## src/hdl/cap_pkg.sv

```systemverilog
// shared types, constants and helper functions for the complex accumulator
// with polar readout; no dependencies
package cap_pkg;

  localparam int WORD_W           = 32;
  localparam int FRAC_W           = 16;
  localparam int PHASE_W          = FRAC_W + 3;
  localparam int DEF_CORDIC_STEPS = 16;
  localparam int ATAN_LEN         = 24;
  localparam int GUARD            = 3;
  localparam int ANG_FRAC         = 30;
  localparam int ANG_W            = 35;
  localparam int CX_W             = WORD_W + GUARD + 3;
  localparam int QUO_W            = WORD_W + FRAC_W;
  localparam int PROD_W           = 2 * WORD_W;
  localparam int RND_SH           = ANG_FRAC - FRAC_W;
  localparam int IN_W             = 104;
  localparam int OUT_W            = 120;

  localparam logic signed [ANG_W-1:0] PI_Q30      = 35'sd3373259426;
  localparam logic signed [ANG_W-1:0] HALF_PI_Q30 = 35'sd1686629713;
  localparam logic [WORD_W-1:0]       KGAIN_Q30   = 32'd652032874;

  localparam longint PI_PH_L   = (64'sd3373259426 + (64'sd1 <<< (RND_SH - 1))) >>> RND_SH;
  localparam longint HPOS_PH_L = (64'sd1686629713 + (64'sd1 <<< (RND_SH - 1))) >>> RND_SH;
  localparam longint HNEG_PH_L = (-64'sd1686629713 + (64'sd1 <<< (RND_SH - 1))) >>> RND_SH;
  localparam logic signed [PHASE_W-1:0] PI_PH   = PHASE_W'(PI_PH_L);
  localparam logic signed [PHASE_W-1:0] HPOS_PH = PHASE_W'(HPOS_PH_L);
  localparam logic signed [PHASE_W-1:0] HNEG_PH = PHASE_W'(HNEG_PH_L);

  typedef enum logic [2:0] {
    CMD_LOAD = 3'd0,
    CMD_ADD  = 3'd1,
    CMD_SUB  = 3'd2,
    CMD_MUL  = 3'd3,
    CMD_DIV  = 3'd4,
    CMD_CMP  = 3'd5
  } cmd_t;

  typedef enum logic [3:0] {
    ST_IDLE, ST_EXEC, ST_MUL, ST_MUL_WB, ST_DIV_GO, ST_DIV_WAIT,
    ST_POLAR, ST_CORDIC, ST_GAIN_LO, ST_GAIN_HI, ST_ROUND, ST_OUT
  } state_t;

  // arctan(2^-i) at 30 fraction bits
  function automatic logic [29:0] atan_q30(input logic [4:0] idx);
    logic [29:0] v;
    case (idx)
      5'd0:  v = 30'd843314857;
      5'd1:  v = 30'd497837830;
      5'd2:  v = 30'd263043837;
      5'd3:  v = 30'd133525159;
      5'd4:  v = 30'd67021687;
      5'd5:  v = 30'd33543516;
      5'd6:  v = 30'd16775851;
      5'd7:  v = 30'd8388437;
      5'd8:  v = 30'd4194283;
      5'd9:  v = 30'd2097149;
      5'd10: v = 30'd1048576;
      5'd11: v = 30'd524288;
      5'd12: v = 30'd262144;
      5'd13: v = 30'd131072;
      5'd14: v = 30'd65536;
      5'd15: v = 30'd32768;
      5'd16: v = 30'd16384;
      5'd17: v = 30'd8192;
      5'd18: v = 30'd4096;
      5'd19: v = 30'd2048;
      5'd20: v = 30'd1024;
      5'd21: v = 30'd512;
      5'd22: v = 30'd256;
      5'd23: v = 30'd128;
      default: v = 30'd0;
    endcase
    return v;
  endfunction

  // sign and magnitude back to a saturated word; msb of result is the overflow flag
  function automatic logic [WORD_W:0] sat_signed(input logic neg,
                                                 input logic [PROD_W-1:0] mag);
    logic [PROD_W-1:0] lim;
    logic [PROD_W-1:0] m;
    logic              ovf;
    lim = neg ? (PROD_W'(1) << (WORD_W - 1)) : ((PROD_W'(1) << (WORD_W - 1)) - PROD_W'(1));
    ovf = mag > lim;
    m   = ovf ? lim : mag;
    m   = neg ? (~m + PROD_W'(1)) : m;
    return {ovf, m[WORD_W-1:0]};
  endfunction

  function automatic logic [WORD_W-1:0] abs_word(input logic [WORD_W-1:0] v);
    return v[WORD_W-1] ? (~v + WORD_W'(1)) : v;
  endfunction

endpackage

```

## src/hdl/complex_accumulator_polar_unit.sv

```systemverilog
// Complex accumulator with magnitude and angle readout. Takes one command per
// transfer and returns one result transfer. Load, add, subtract, compare and
// the spare codes pass through take, execute, axis check and result; scale adds
// two multiply and write-back steps, a divide by a nonzero factor adds two 48-bit
// serial divides, and the cordic, gain and rounding steps run for the magnitude
// and angle when the value lies off both axes. A stalled result holds the block,
// and no new command is taken until the result has been transferred.
// depends on cap_pkg, cap_div, cap_cordic
module complex_accumulator_polar_unit #(
  parameter int CORDIC_STEPS = cap_pkg::DEF_CORDIC_STEPS
) (
  input  logic                      clk,
  input  logic                      rst,
  input  logic                      s_tvalid,
  output logic                      s_tready,
  // command, operand_real, operand_imag, factor, zero pad
  input  logic [cap_pkg::IN_W-1:0]  s_tdata,
  output logic                      m_tvalid,
  input  logic                      m_tready,
  // real_part, imag_part, magnitude, phase, phase_undefined, is_equal,
  // divide_by_zero, overflowed, zero pad
  output logic [cap_pkg::OUT_W-1:0] m_tdata
);
  import cap_pkg::*;

  state_t state, state_next;

  logic signed [WORD_W-1:0] acc_real, acc_imag;
  logic [2:0]               cmd;
  logic [WORD_W-1:0]        opr, opi, fac;
  logic                     part;
  logic                     eq, dz, ovf, undef;
  logic [PROD_W-1:0]        prod;
  logic [ANG_FRAC-1:0]      gsum;
  logic [WORD_W-1:0]        mag;
  logic signed [PHASE_W-1:0] phase;
  logic signed [ANG_W-1:0]  ang;
  logic signed [CX_W-1:0]   xfin;
  logic                     flip;

  logic [WORD_W-1:0]   cur, amag, qmag;
  logic                neg;
  logic [WORD_W:0]     sat_mul, sat_div;
  logic [WORD_W-1:0]   mul_a, mul_b;
  logic [PROD_W-1:0]   mul_p;
  logic                div_start, div_done;
  logic [QUO_W-1:0]    div_quo;
  logic                cor_start, cor_done;
  logic signed [WORD_W:0]   cor_x, cor_y;
  logic signed [CX_W-1:0]   cor_xo;
  logic signed [ANG_W-1:0]  cor_z;
  logic signed [WORD_W:0]   sum_r, sum_i;
  logic                     is_sub;
  logic [CX_W+1:0]          total;
  logic [CX_W+1:0]          mag_full;
  logic signed [ANG_W-1:0]  ang_rnd;
  logic signed [ANG_W-RND_SH-1:0] ph_full;

  assign cur   = part ? acc_imag : acc_real;
  assign amag  = abs_word(cur);
  assign qmag  = abs_word(fac);
  assign neg   = cur[WORD_W-1] ^ fac[WORD_W-1];
  assign sat_mul = sat_signed(neg, prod >> FRAC_W);
  assign sat_div = sat_signed(neg, PROD_W'(div_quo));

  // one shared multiplier: scale product, then the two halves of the gain
  always_comb begin
    mul_a = amag;
    mul_b = qmag;
    if (state == ST_GAIN_LO) begin
      mul_a = WORD_W'(xfin[ANG_FRAC-1:0]);
      mul_b = KGAIN_Q30;
    end else if (state == ST_GAIN_HI) begin
      mul_a = WORD_W'(xfin[CX_W-1:ANG_FRAC]);
      mul_b = KGAIN_Q30;
    end
  end
  assign mul_p = mul_a * mul_b;

  assign is_sub = cmd == CMD_SUB;
  assign sum_r = {acc_real[WORD_W-1], acc_real} +
                 (is_sub ? -{opr[WORD_W-1], opr} : {opr[WORD_W-1], opr});
  assign sum_i = {acc_imag[WORD_W-1], acc_imag} +
                 (is_sub ? -{opi[WORD_W-1], opi} : {opi[WORD_W-1], opi});

  assign cor_x = acc_real[WORD_W-1] ? -{acc_real[WORD_W-1], acc_real}
                                    : {acc_real[WORD_W-1], acc_real};
  assign cor_y = acc_real[WORD_W-1] ? -{acc_imag[WORD_W-1], acc_imag}
                                    : {acc_imag[WORD_W-1], acc_imag};

  assign total    = (CX_W+2)'(prod[CX_W-1:0]) + (CX_W+2)'(gsum);
  assign mag_full = (total + (CX_W+2)'(1 << (GUARD - 1))) >> GUARD;
  assign ang_rnd  = ang + ANG_W'(1 << (RND_SH - 1));
  assign ph_full  = ang_rnd[ANG_W-1:RND_SH];

  cap_div u_div (
    .clk      (clk),
    .rst      (rst),
    .start    (div_start),
    .dividend (amag),
    .divisor  (qmag),
    .done     (div_done),
    .quo      (div_quo)
  );

  cap_cordic #(.STEPS(CORDIC_STEPS)) u_cordic (
    .clk   (clk),
    .rst   (rst),
    .start (cor_start),
    .x_in  (cor_x),
    .y_in  (cor_y),
    .done  (cor_done),
    .x_out (cor_xo),
    .z_out (cor_z)
  );

  function automatic logic signed [WORD_W-1:0] clamp33(input logic signed [WORD_W:0] s);
    if (s[WORD_W] != s[WORD_W-1])
      return s[WORD_W] ? {1'b1, {(WORD_W-1){1'b0}}} : {1'b0, {(WORD_W-1){1'b1}}};
    return s[WORD_W-1:0];
  endfunction

  always_ff @(posedge clk) begin
    if (rst) begin
      state <= ST_IDLE;
    end else begin
      state <= state_next;
    end
  end

  always_comb begin
    state_next = state;
    unique case (state)
      ST_IDLE:    if (s_tvalid) state_next = ST_EXEC;
      ST_EXEC: begin
        case (cmd)
          CMD_MUL: state_next = ST_MUL;
          CMD_DIV: state_next = (fac == '0) ? ST_POLAR : ST_DIV_GO;
          default: state_next = ST_POLAR;
        endcase
      end
      ST_MUL:      state_next = ST_MUL_WB;
      ST_MUL_WB:   state_next = part ? ST_POLAR : ST_MUL;
      ST_DIV_GO:   state_next = ST_DIV_WAIT;
      ST_DIV_WAIT: if (div_done) state_next = part ? ST_POLAR : ST_DIV_GO;
      ST_POLAR: begin
        if (acc_real == '0 || acc_imag == '0) state_next = ST_OUT;
        else state_next = ST_CORDIC;
      end
      ST_CORDIC:  if (cor_done) state_next = ST_GAIN_LO;
      ST_GAIN_LO: state_next = ST_GAIN_HI;
      ST_GAIN_HI: state_next = ST_ROUND;
      ST_ROUND:   state_next = ST_OUT;
      ST_OUT:     if (m_tready) state_next = ST_IDLE;
      default:    state_next = ST_IDLE;
    endcase
  end

  always_comb begin
    s_tready  = state == ST_IDLE;
    m_tvalid  = state == ST_OUT;
    div_start = state == ST_DIV_GO;
    cor_start = state == ST_POLAR && acc_real != '0 && acc_imag != '0;
  end

  always_ff @(posedge clk) begin
    if (rst) begin
      acc_real <= '0;
      acc_imag <= '0;
    end else begin
      unique case (state)
        ST_EXEC: begin
          case (cmd)
            CMD_LOAD: begin
              acc_real <= opr;
              acc_imag <= opi;
            end
            CMD_ADD, CMD_SUB: begin
              acc_real <= clamp33(sum_r);
              acc_imag <= clamp33(sum_i);
            end
            default: ;
          endcase
        end
        ST_MUL_WB: begin
          if (part) acc_imag <= sat_mul[WORD_W-1:0];
          else acc_real <= sat_mul[WORD_W-1:0];
        end
        ST_DIV_WAIT: begin
          if (div_done) begin
            if (part) acc_imag <= sat_div[WORD_W-1:0];
            else acc_real <= sat_div[WORD_W-1:0];
          end
        end
        default: ;
      endcase
    end
  end

  always_ff @(posedge clk) begin
    unique case (state)
      ST_IDLE: begin
        cmd   <= s_tdata[2:0];
        opr   <= s_tdata[34:3];
        opi   <= s_tdata[66:35];
        fac   <= s_tdata[98:67];
        part  <= 1'b0;
        eq    <= 1'b0;
        dz    <= 1'b0;
        ovf   <= 1'b0;
        undef <= 1'b0;
        mag   <= '0;
        phase <= '0;
      end
      ST_EXEC: begin
        case (cmd)
          CMD_ADD, CMD_SUB: ovf <= (sum_r[WORD_W] != sum_r[WORD_W-1]) ||
                                   (sum_i[WORD_W] != sum_i[WORD_W-1]);
          CMD_DIV: dz <= fac == '0;
          CMD_CMP: eq <= (acc_real == opr) && (acc_imag == opi);
          default: ;
        endcase
      end
      ST_MUL: prod <= mul_p;
      ST_MUL_WB: begin
        ovf  <= ovf | sat_mul[WORD_W];
        part <= 1'b1;
      end
      ST_DIV_WAIT: begin
        if (div_done) begin
          ovf  <= ovf | sat_div[WORD_W];
          part <= 1'b1;
        end
      end
      ST_POLAR: begin
        flip <= acc_real[WORD_W-1];
        if (acc_real == '0 && acc_imag == '0) begin
          undef <= 1'b1;
        end else if (acc_imag == '0) begin
          mag   <= abs_word(acc_real);
          phase <= acc_real[WORD_W-1] ? PI_PH : '0;
        end else if (acc_real == '0) begin
          mag   <= abs_word(acc_imag);
          phase <= acc_imag[WORD_W-1] ? HNEG_PH : HPOS_PH;
        end
      end
      ST_CORDIC: begin
        if (cor_done) begin
          xfin <= cor_xo;
          // left half plane: rotate back by pi toward the sign of the imaginary part
          if (flip) ang <= cor_z + (acc_imag[WORD_W-1] ? -PI_Q30 : PI_Q30);
          else ang <= cor_z;
        end
      end
      ST_GAIN_LO: prod <= mul_p;
      ST_GAIN_HI: begin
        gsum <= prod[2*ANG_FRAC-1:ANG_FRAC];
        prod <= mul_p;
      end
      ST_ROUND: begin
        mag <= (mag_full > (CX_W+2)'({WORD_W{1'b1}})) ? {WORD_W{1'b1}}
                                                      : mag_full[WORD_W-1:0];
        if (ph_full > (ANG_W-RND_SH)'(PI_PH)) phase <= PI_PH;
        else if (ph_full < -(ANG_W-RND_SH)'(PI_PH)) phase <= -PI_PH;
        else phase <= ph_full[PHASE_W-1:0];
      end
      default: ;
    endcase
  end

  assign m_tdata = {1'b0, ovf, dz, eq, undef, phase, mag, acc_imag, acc_real};

endmodule

```

## src/hdl/cap_div.sv

```systemverilog
// restoring divider, one quotient bit per cycle: (dividend * 2^FRAC_W) / divisor
// depends on cap_pkg
module cap_div (
  input  logic                      clk,
  input  logic                      rst,
  input  logic                      start,
  input  logic [cap_pkg::WORD_W-1:0] dividend,
  input  logic [cap_pkg::WORD_W-1:0] divisor,
  output logic                      done,
  output logic [cap_pkg::QUO_W-1:0] quo
);
  import cap_pkg::*;

  localparam int CNT_W = $clog2(QUO_W + 1);

  logic [WORD_W-1:0] rem;
  logic [WORD_W-1:0] dvs;
  logic [QUO_W-1:0]  sh;
  logic [CNT_W-1:0]  cnt;
  logic              busy;
  logic [WORD_W:0]   trial;
  logic              qb;

  assign trial = {rem, sh[QUO_W-1]};
  assign qb    = trial >= {1'b0, dvs};
  assign quo   = sh;

  always_ff @(posedge clk) begin
    if (rst) begin
      busy <= 1'b0;
      done <= 1'b0;
      cnt  <= '0;
    end else begin
      done <= 1'b0;
      if (start) begin
        busy <= 1'b1;
        cnt  <= CNT_W'(QUO_W);
      end else if (busy) begin
        cnt <= cnt - CNT_W'(1);
        if (cnt == CNT_W'(1)) begin
          busy <= 1'b0;
          done <= 1'b1;
        end
      end
    end
  end

  // dividend bits leave at the top of sh while quotient bits enter at the bottom
  always_ff @(posedge clk) begin
    if (start) begin
      rem <= '0;
      dvs <= divisor;
      sh  <= {dividend, {FRAC_W{1'b0}}};
    end else if (busy) begin
      rem <= qb ? WORD_W'(trial - {1'b0, dvs}) : trial[WORD_W-1:0];
      sh  <= {sh[QUO_W-2:0], qb};
    end
  end

endmodule

```

## src/hdl/cap_cordic.sv

```systemverilog
// vectoring cordic, one micro-rotation per cycle, for x > 0
// depends on cap_pkg
module cap_cordic #(
  parameter int STEPS = cap_pkg::DEF_CORDIC_STEPS
) (
  input  logic                             clk,
  input  logic                             rst,
  input  logic                             start,
  input  logic signed [cap_pkg::WORD_W:0]  x_in,
  input  logic signed [cap_pkg::WORD_W:0]  y_in,
  output logic                             done,
  output logic signed [cap_pkg::CX_W-1:0]  x_out,
  output logic signed [cap_pkg::ANG_W-1:0] z_out
);
  import cap_pkg::*;

  localparam int NSTEPS = (STEPS > ATAN_LEN) ? ATAN_LEN : STEPS;
  localparam int IDX_W  = $clog2(NSTEPS);

  logic signed [CX_W-1:0]  xs;
  logic signed [CX_W-1:0]  ys;
  logic signed [ANG_W-1:0] zs;
  logic [IDX_W-1:0]        idx;
  logic                    busy;
  logic signed [CX_W-1:0]  dx;
  logic signed [CX_W-1:0]  dy;
  logic signed [ANG_W-1:0] da;

  assign dx    = ys >>> idx;
  assign dy    = xs >>> idx;
  assign da    = signed'(ANG_W'(atan_q30(5'(idx))));
  assign x_out = xs;
  assign z_out = zs;

  always_ff @(posedge clk) begin
    if (rst) begin
      busy <= 1'b0;
      done <= 1'b0;
      idx  <= '0;
    end else begin
      done <= 1'b0;
      if (start) begin
        busy <= 1'b1;
        idx  <= '0;
      end else if (busy) begin
        idx <= idx + IDX_W'(1);
        if (idx == IDX_W'(NSTEPS - 1)) begin
          busy <= 1'b0;
          done <= 1'b1;
        end
      end
    end
  end

  always_ff @(posedge clk) begin
    if (start) begin
      xs <= {{(CX_W-WORD_W-1-GUARD){x_in[WORD_W]}}, x_in, {GUARD{1'b0}}};
      ys <= {{(CX_W-WORD_W-1-GUARD){y_in[WORD_W]}}, y_in, {GUARD{1'b0}}};
      zs <= '0;
    end else if (busy) begin
      if (!ys[CX_W-1]) begin
        xs <= xs + dx;
        ys <= ys - dy;
        zs <= zs + da;
      end else begin
        xs <= xs - dx;
        ys <= ys + dy;
        zs <= zs - da;
      end
    end
  end

endmodule

```

## config.mk

```make
export PLATFORM = sky130hd
export DESIGN_NAME = complex_accumulator_polar_unit
export DESIGN_NICKNAME = d
export VERILOG_FILES = /design/src/hdl/cap_pkg.sv /design/src/hdl/complex_accumulator_polar_unit.sv /design/src/hdl/cap_div.sv /design/src/hdl/cap_cordic.sv
export SDC_FILE = /design/constraint.sdc
export NUM_CORES = 2
export LEC_CHECK = 0
export BUFFER_PORTS_ARGS = -buffer_cell sky130_fd_sc_hd__buf_2
export CAP_MARGIN = 10
export CORE_MARGIN = 3
export CORE_UTILIZATION = 44
export DETAILED_ROUTE_END_ITERATION = 8
export GPL_TIMING_DRIVEN = 1
export MAX_ROUTING_LAYER = met4
export PLACE_DENSITY = 0.58
export SLEW_MARGIN = 20
export SYNTH_ARGS = -nofsm -noshare
export SYNTH_HDL_FRONTEND = slang
export SYNTH_SLANG_ARGS = --single-unit
export TNS_END_PERCENT = 30
```

## constraint.sdc

```tcl
create_clock -name clk -period 14.97 [get_ports clk]
set_clock_uncertainty 0.1 [all_clocks]
set_input_delay 4.491 -clock clk [delete_from_list [all_inputs] [get_ports clk]]
set_output_delay 4.491 -clock clk [all_outputs]
set_load 0.01 [all_outputs]
```

# == Word-level counts from Yosys, hierarchy flattened ==
# Memory sizes are Yosys's and may differ from the RTL's. A register that Yosys moved wholly into a read port is not among the register bits.
# Cells that the tools add are included.
# word_totals
memories,1
rom_bits,480
elab_cells,255
output_inout_bits,122
regBits,628
in_bits,108
# mem_list
name,words,width,rd,rd_clocked_by_memory_dff,wr,line_no,text
(no name shown),16,30,1,1,0,cap_pkg.sv:48,case (idx)
# classes
n_addsub,25
n_eq_ne,37
bitwise_logic,11
n_reduce_logical,37
muxes,100
n_mul,1
shift,2
magnitude_cmp,6
# op_table
op,n
2-to-1 mux 32 bit,31
case mux 32 bit (3 select lines),3
2-to-1 mux 38 bit,6
"adder 32 x 1 -> 32 bit, second input constant",6
inverter 32 bit,6
2-to-1 mux 33 bit,4
negation 33 bit,4
case mux 32 bit (2 select lines),2
2-to-1 mux 19 bit,6
2-to-1 mux 35 bit,3
greater-than comparator 48 x 32 -> 1 bit,2
logical NOT 32 bit,3
2-to-1 mux 48 bit,2
adder 38 bit,2
>>> shifter 38 x 4 -> 38 bit,2
subtractor 38 bit,2
adder 33 bit,2
equality test 32 bit,2
multiplier 32 x 32 -> 64 bit,1
nonzero test 32 bit,2
case mux 19 bit (3 select lines),1
case mux 4 bit (12 select lines),1
"adder 39 x 3 -> 40 bit, second input constant",1
adder 38 x 30 -> 39 bit,1
other kinds (50),124

# == Logic depth before layout (Yosys ltp) ==
# logic_depth
ltp_word,11
ltp_mapped,46
depth_no_buf,39

# == Cells and area by module ==
# Synthesis repeated with hierarchy kept, for this count alone.
# unflattened
cells_unflattened,9979
area_unflattened_um2,87084.8
# by_module_without_submodules
mod,cells_per_inst,n_inst,area_per_inst_um2
complex_accumulator_polar_unit,7274,1,63198.1
cap_cordic,2072,1,17441.7
cap_div,633,1,6444.9

# == Least setup slack after synthesis ==
# No wires, ideal clock.
# synth_timing
path_kind,flip-flop to flip-flop
from,reg part
to,"reg prod[60], data pin"
slack_ns,3.524
path_stages_with_launch,44
setup_time_ns,0.195
synth_period_minus_slack_ns,11.446
path_buffers,8
arrival_time_ns,11.152
path_cell_list,edfxtp_1 -> buf_2 -> buf_2 -> buf_1 -> buf_2 -> buf_1 -> mux2i_1 -> ha_1 -> o21ai_0 -> or2_2 -> nor4_1 -> o21a_1 -> nand3_1 -> o21ai_0 -> xnor2_1 -> nand2_1 -> and2_1 -> clkbuf_1 -> [8 not listed] -> fa_1 -> fa_1 -> fa_1 -> inv_1 -> fa_1 -> inv_1 -> ha_1 -> clkbuf_1 -> and3_1 -> and4_1 -> and3_1 -> nand4_1 -> o32ai_1 -> nand2_1 -> a31oi_1 -> a31oi_1 -> o21a_1 -> o311ai_0
# synth_via
elab_chain_len,7
# synth_rtl
item,line_no,text
from (decl),complex_accumulator_polar_unit.sv:31,logic part;
from (signal assigned),complex_accumulator_polar_unit.sv:207,part <= 1'b0;
from (signal assigned),complex_accumulator_polar_unit.sv:227,part <= 1'b1;
from (signal assigned),complex_accumulator_polar_unit.sv:232,part <= 1'b1;
2-to-1 mux 32 bit *,complex_accumulator_polar_unit.sv:59,assign cur = part ? acc_imag : acc_real;
inverter 32 bit,cap_pkg.sv:92,return v[WORD_W-1] ? (~v + WORD_W'(1)) : v;
adder 32 x 1 -> 32 bit,cap_pkg.sv:92,
2-to-1 mux 32 bit *,cap_pkg.sv:92,
2-to-1 mux 32 bit *,complex_accumulator_polar_unit.sv:73,end else if (state == ST_GAIN_HI) begin
2-to-1 mux 32 bit *,complex_accumulator_polar_unit.sv:70,if (state == ST_GAIN_LO) begin
multiplier 32 x 32 -> 64 bit *,complex_accumulator_polar_unit.sv:78,assign mul_p = mul_a * mul_b;
via mul_p[60],complex_accumulator_polar_unit.sv:45,logic [PROD_W-1:0] mul_p;
to (signal assigned),complex_accumulator_polar_unit.sv:224,ST_MUL: prod <= mul_p;
to (signal assigned),complex_accumulator_polar_unit.sv:255,ST_GAIN_LO: prod <= mul_p;
to (signal assigned),complex_accumulator_polar_unit.sv:258,prod <= mul_p;
to (decl),complex_accumulator_polar_unit.sv:33,logic [PROD_W-1:0] prod;
# Mark *: on every way through the listed nets, which the timed path passes. The rest lies on a longest branch.
# A chain may end at the register's enable or synchronous reset.

# == Worst setup path in the final report ==
# Ends and elaborated chain as after synthesis.

==> flow_summary.yaml <==
clock_tree:
  post_cts_resized: 0
  cts_hold_buf: 0
  clock_sinks: 644
  cts.reportedPaths.clkPinSlew_ns: 0.06
  cts_buffers: 82
  post_cts_buffers: 0
  cts_tree: "yes"
  cts-root-buf: "clkbuf_16"
  ctsHtreeMaxLevel: 3
  clk_latency_ns: 0.76
  cts_buffer_depth: 3
die:
  start_util_pct: 44.4
  die_width_um: 448
  core_um2: 193000
  fp-row-count: 161
  die_area_um2: 200000
  die_h_um: 448
  io_pins: 230
yosys:
  synth_compound_area_share_pct: 14.6
  syn_nets: 11393
  yosys.area_share.simple_pct: 15.9
  async_flop_share_pct: 0
  synthTopCellsByArea: "fa_1 (21%), edfxtp_1 (16%), ha_1 (9.4%), nor2_1 (5.0%), inv_1 (4.8%)"
  synth_edf_count: 444
  ys.warnings.count: 0
  synth_seq_area_share_pct: 20.2
  ys_types: 116
  synth_area_per_cell_um2: 8.82
  synthCells: 9737
  yosysTopAreaCell: "fa_1"
  synth_top_family_by_area: "adder cells"
  synth-xor-area-share_pct: 6.53
  synth.area.mux_share_pct: 4.85
  syn_area_um2: 85900
  ys_seq_elements: 644
  synth_most_common_cell: "nor2_1"
  synthTopCellsByCount: "nor2_1 (1151), inv_1 (1097), nand2_1 (921)"
  synthAdderAreaFrac_pct: 30.5
  synthDominantCellAreaShare_pct: 21.0
  synth-main-ff-cell: "edfxtp_1"
placed_design:
  place.port_buffers: 223
  dp_cells: 12186
  dp_hpwl_mm: 272
  gp_congestion: 1.06
timing:
  rsz0062_at_grt: "false"
  fin_tns_setup_ns: 0
  final_hold_viol_count: 0
  fin_crit_sh_pct: 85.3
  setup_viol: 0
  slew_headroom_pct: 11.9
  min_period_ns: 12.77
  worst_pin_slew_ns: 1.31
  drv_slew: 0
  max_freq_mhz: 78.3
worst_setup_path:
  timing.critical_path.fanout_max: 49
  r2r_slack_ns: 2.20
  max_stage_delay_ns: 0.74
  cpMostUsedCell: "fa_1"
  worstReg2RegEnd: "prod[60]"
  crit_family: "adder cells"
  reg2reg_from: "part"
  path_buf_inv: 4
  worstSetupStartpoint: "part"
  critPathCaptureType: "register"
  crit_required_ns: 15.37
  cp_data_arrival_time_ns: 13.18
  slowest_stage: "nand2_1"
  rr_worst_depth: 33
  worstSetupStartpointType: "register"
  crit_type: "register to register"
hold_path:
  hp-start: "prod[49]"
  hp-class: "register to register"
  hold_depth: 0
  hold_end: "gsum[19]"
detailed_routing:
  ant_nets: 0
  routedWlPerCell_um: 27.9
  vias_per_cell: 6.12
  drc: 0
  vias: 75577
  wl_mm: 344
  drt_pre_antenna_iters: 6
  drtIter0Drc: 8590
cells_and_area:
  final_cells: 12353
  drive_above_1_share_pct: 8.84
  nets: 11400
  syn_to_final_growth_pct: 8.13
run:
  timing.max_cap.violations: 0
grt:
  grt_pass1_wl_mm: 501
  grt_usage_pct: 35.0
  grt_max_degree: 80
  overflow: 0
  grt_pass1_vias: 73761
  antenna_found_initial: 25
outcome:
  outcome: "finished, final reports clean"
==> per-stage QoR <==
step / util [%] / hold WS [ns] / setup slack [ns] / area, µm²
6_report: 48.1 / 0.372 / 2.20 / 92800
5_1_grt: 48.1 / 0.402 / 1.54 / 92800
4_1_cts: 48.0 / 0.377 / 2.35 / 92800
3_5_place_dp: 46.5 / 0.364 / 2.40 / 89900
3_3_place_gp: 46.5 / 0.366 / 2.50 / 89900
2_1_floorplan: - / 0.327 / 3.52 / 85900
==> worst max path at each step <==
stage | to | slack, ns | cells past startpoint
finish | prod[60] | 2.20 | 33
detailed placement | prod[60] | 2.40 | 34
floorplan | prod[60] | 3.52 | 43
global route | prod[60] | 1.54 | 33
global placement | prod[60] | 2.50 | 34
CTS | prod[60] | 2.35 | 34
==> area by class of cell <==
class	instances	area [µm²]
fill	18509	100000
sequential	644	17400
tap	2526	3160
inverter	1110	4170
multi-input combinational	7455	62400
antenna	13	32.5
clock buffer	106	2220
timing repair buffer	451	2830
clock inverter	48	653
==> worst register-to-register path, delay by kind of cell, from the launching register on <==
kind | cells | cell delay, ns
AO/OA/AOI/OAI | 8 | 2.43
XOR/XNOR | 1 | 0.40
adder cells (fa/ha/maj) | 9 | 4.66
buffers and inverters | 4 | 0.85
flip-flops | 1 | 0.58
AND/OR/NAND/NOR | 11 | 3.52
==> cells by family (layout without fill, tap and decap cells) <==
kind of cell,Yosys count,in the layout
flops,644,644
other cells,1,14
xor+xnor,638,638
compound gates,1944,1944
fa+ha+maj,1557,1557
simple gates,3023,3023
buf+inv,1638,1715
mux,292,292
==> state kept, by name (all words and copies together), names as in the netlist, 35 cells and up <==
name	flops
u_cordic.x_out	38
xfin	38
u_cordic.ys	38
u_cordic.z_out	35
prod	64
u_div.quo	48
==> per-layer routing <==
layer | share of wire [%] | track usage (%)
met5 | 0 | -
met3 | 11 | 9.48
met4 | 5.7 | 16.4
met1 | 40 | 44.2
met2 | 44 | 52.1
==> layout by cell type (no fill, tap or decap), types with 24 or more instances in the layout <==
| cell | n |
|---|---|
| nor2_1 | 1130 |
| inv_1 | 1095 |
| nand2_1 | 918 |
| fa_1 | 902 |
| ha_1 | 646 |
| a21oi_1 | 510 |
| edfxtp_1 | 444 |
| o21ai_0 | 411 |
| xnor2_1 | 382 |
| xor2_1 | 251 |
| buf_4 | 228 |
| buf_2 | 223 |
| a21o_1 | 219 |
| dfxtp_1 | 193 |
| nand3_1 | 175 |
| nor3_1 | 161 |
| mux2i_1 | 151 |
| mux4_2 | 85 |
| clkbuf_16 | 82 |
| a211oi_1 | 80 |
| a31oi_1 | 75 |
| or3_1 | 75 |
| o22ai_1 | 72 |
| o21a_1 | 71 |
| nand2b_1 | 70 |
| nand4_1 | 60 |
| a221oi_1 | 58 |
| and3_1 | 58 |
| and2_1 | 58 |
| o31ai_1 | 54 |
| nor4_1 | 54 |
| o211ai_1 | 53 |
| nor2b_1 | 50 |
| mux2_2 | 48 |
| o21bai_1 | 40 |
| or2_2 | 31 |
| or4_1 | 29 |
| a311oi_1 | 26 |
| o41ai_1 | 25 |
| nor3b_1 | 24 |
Power is not shown: default switching activity piles up to over one toggle a cycle in this logic, so the estimate is an artifact.
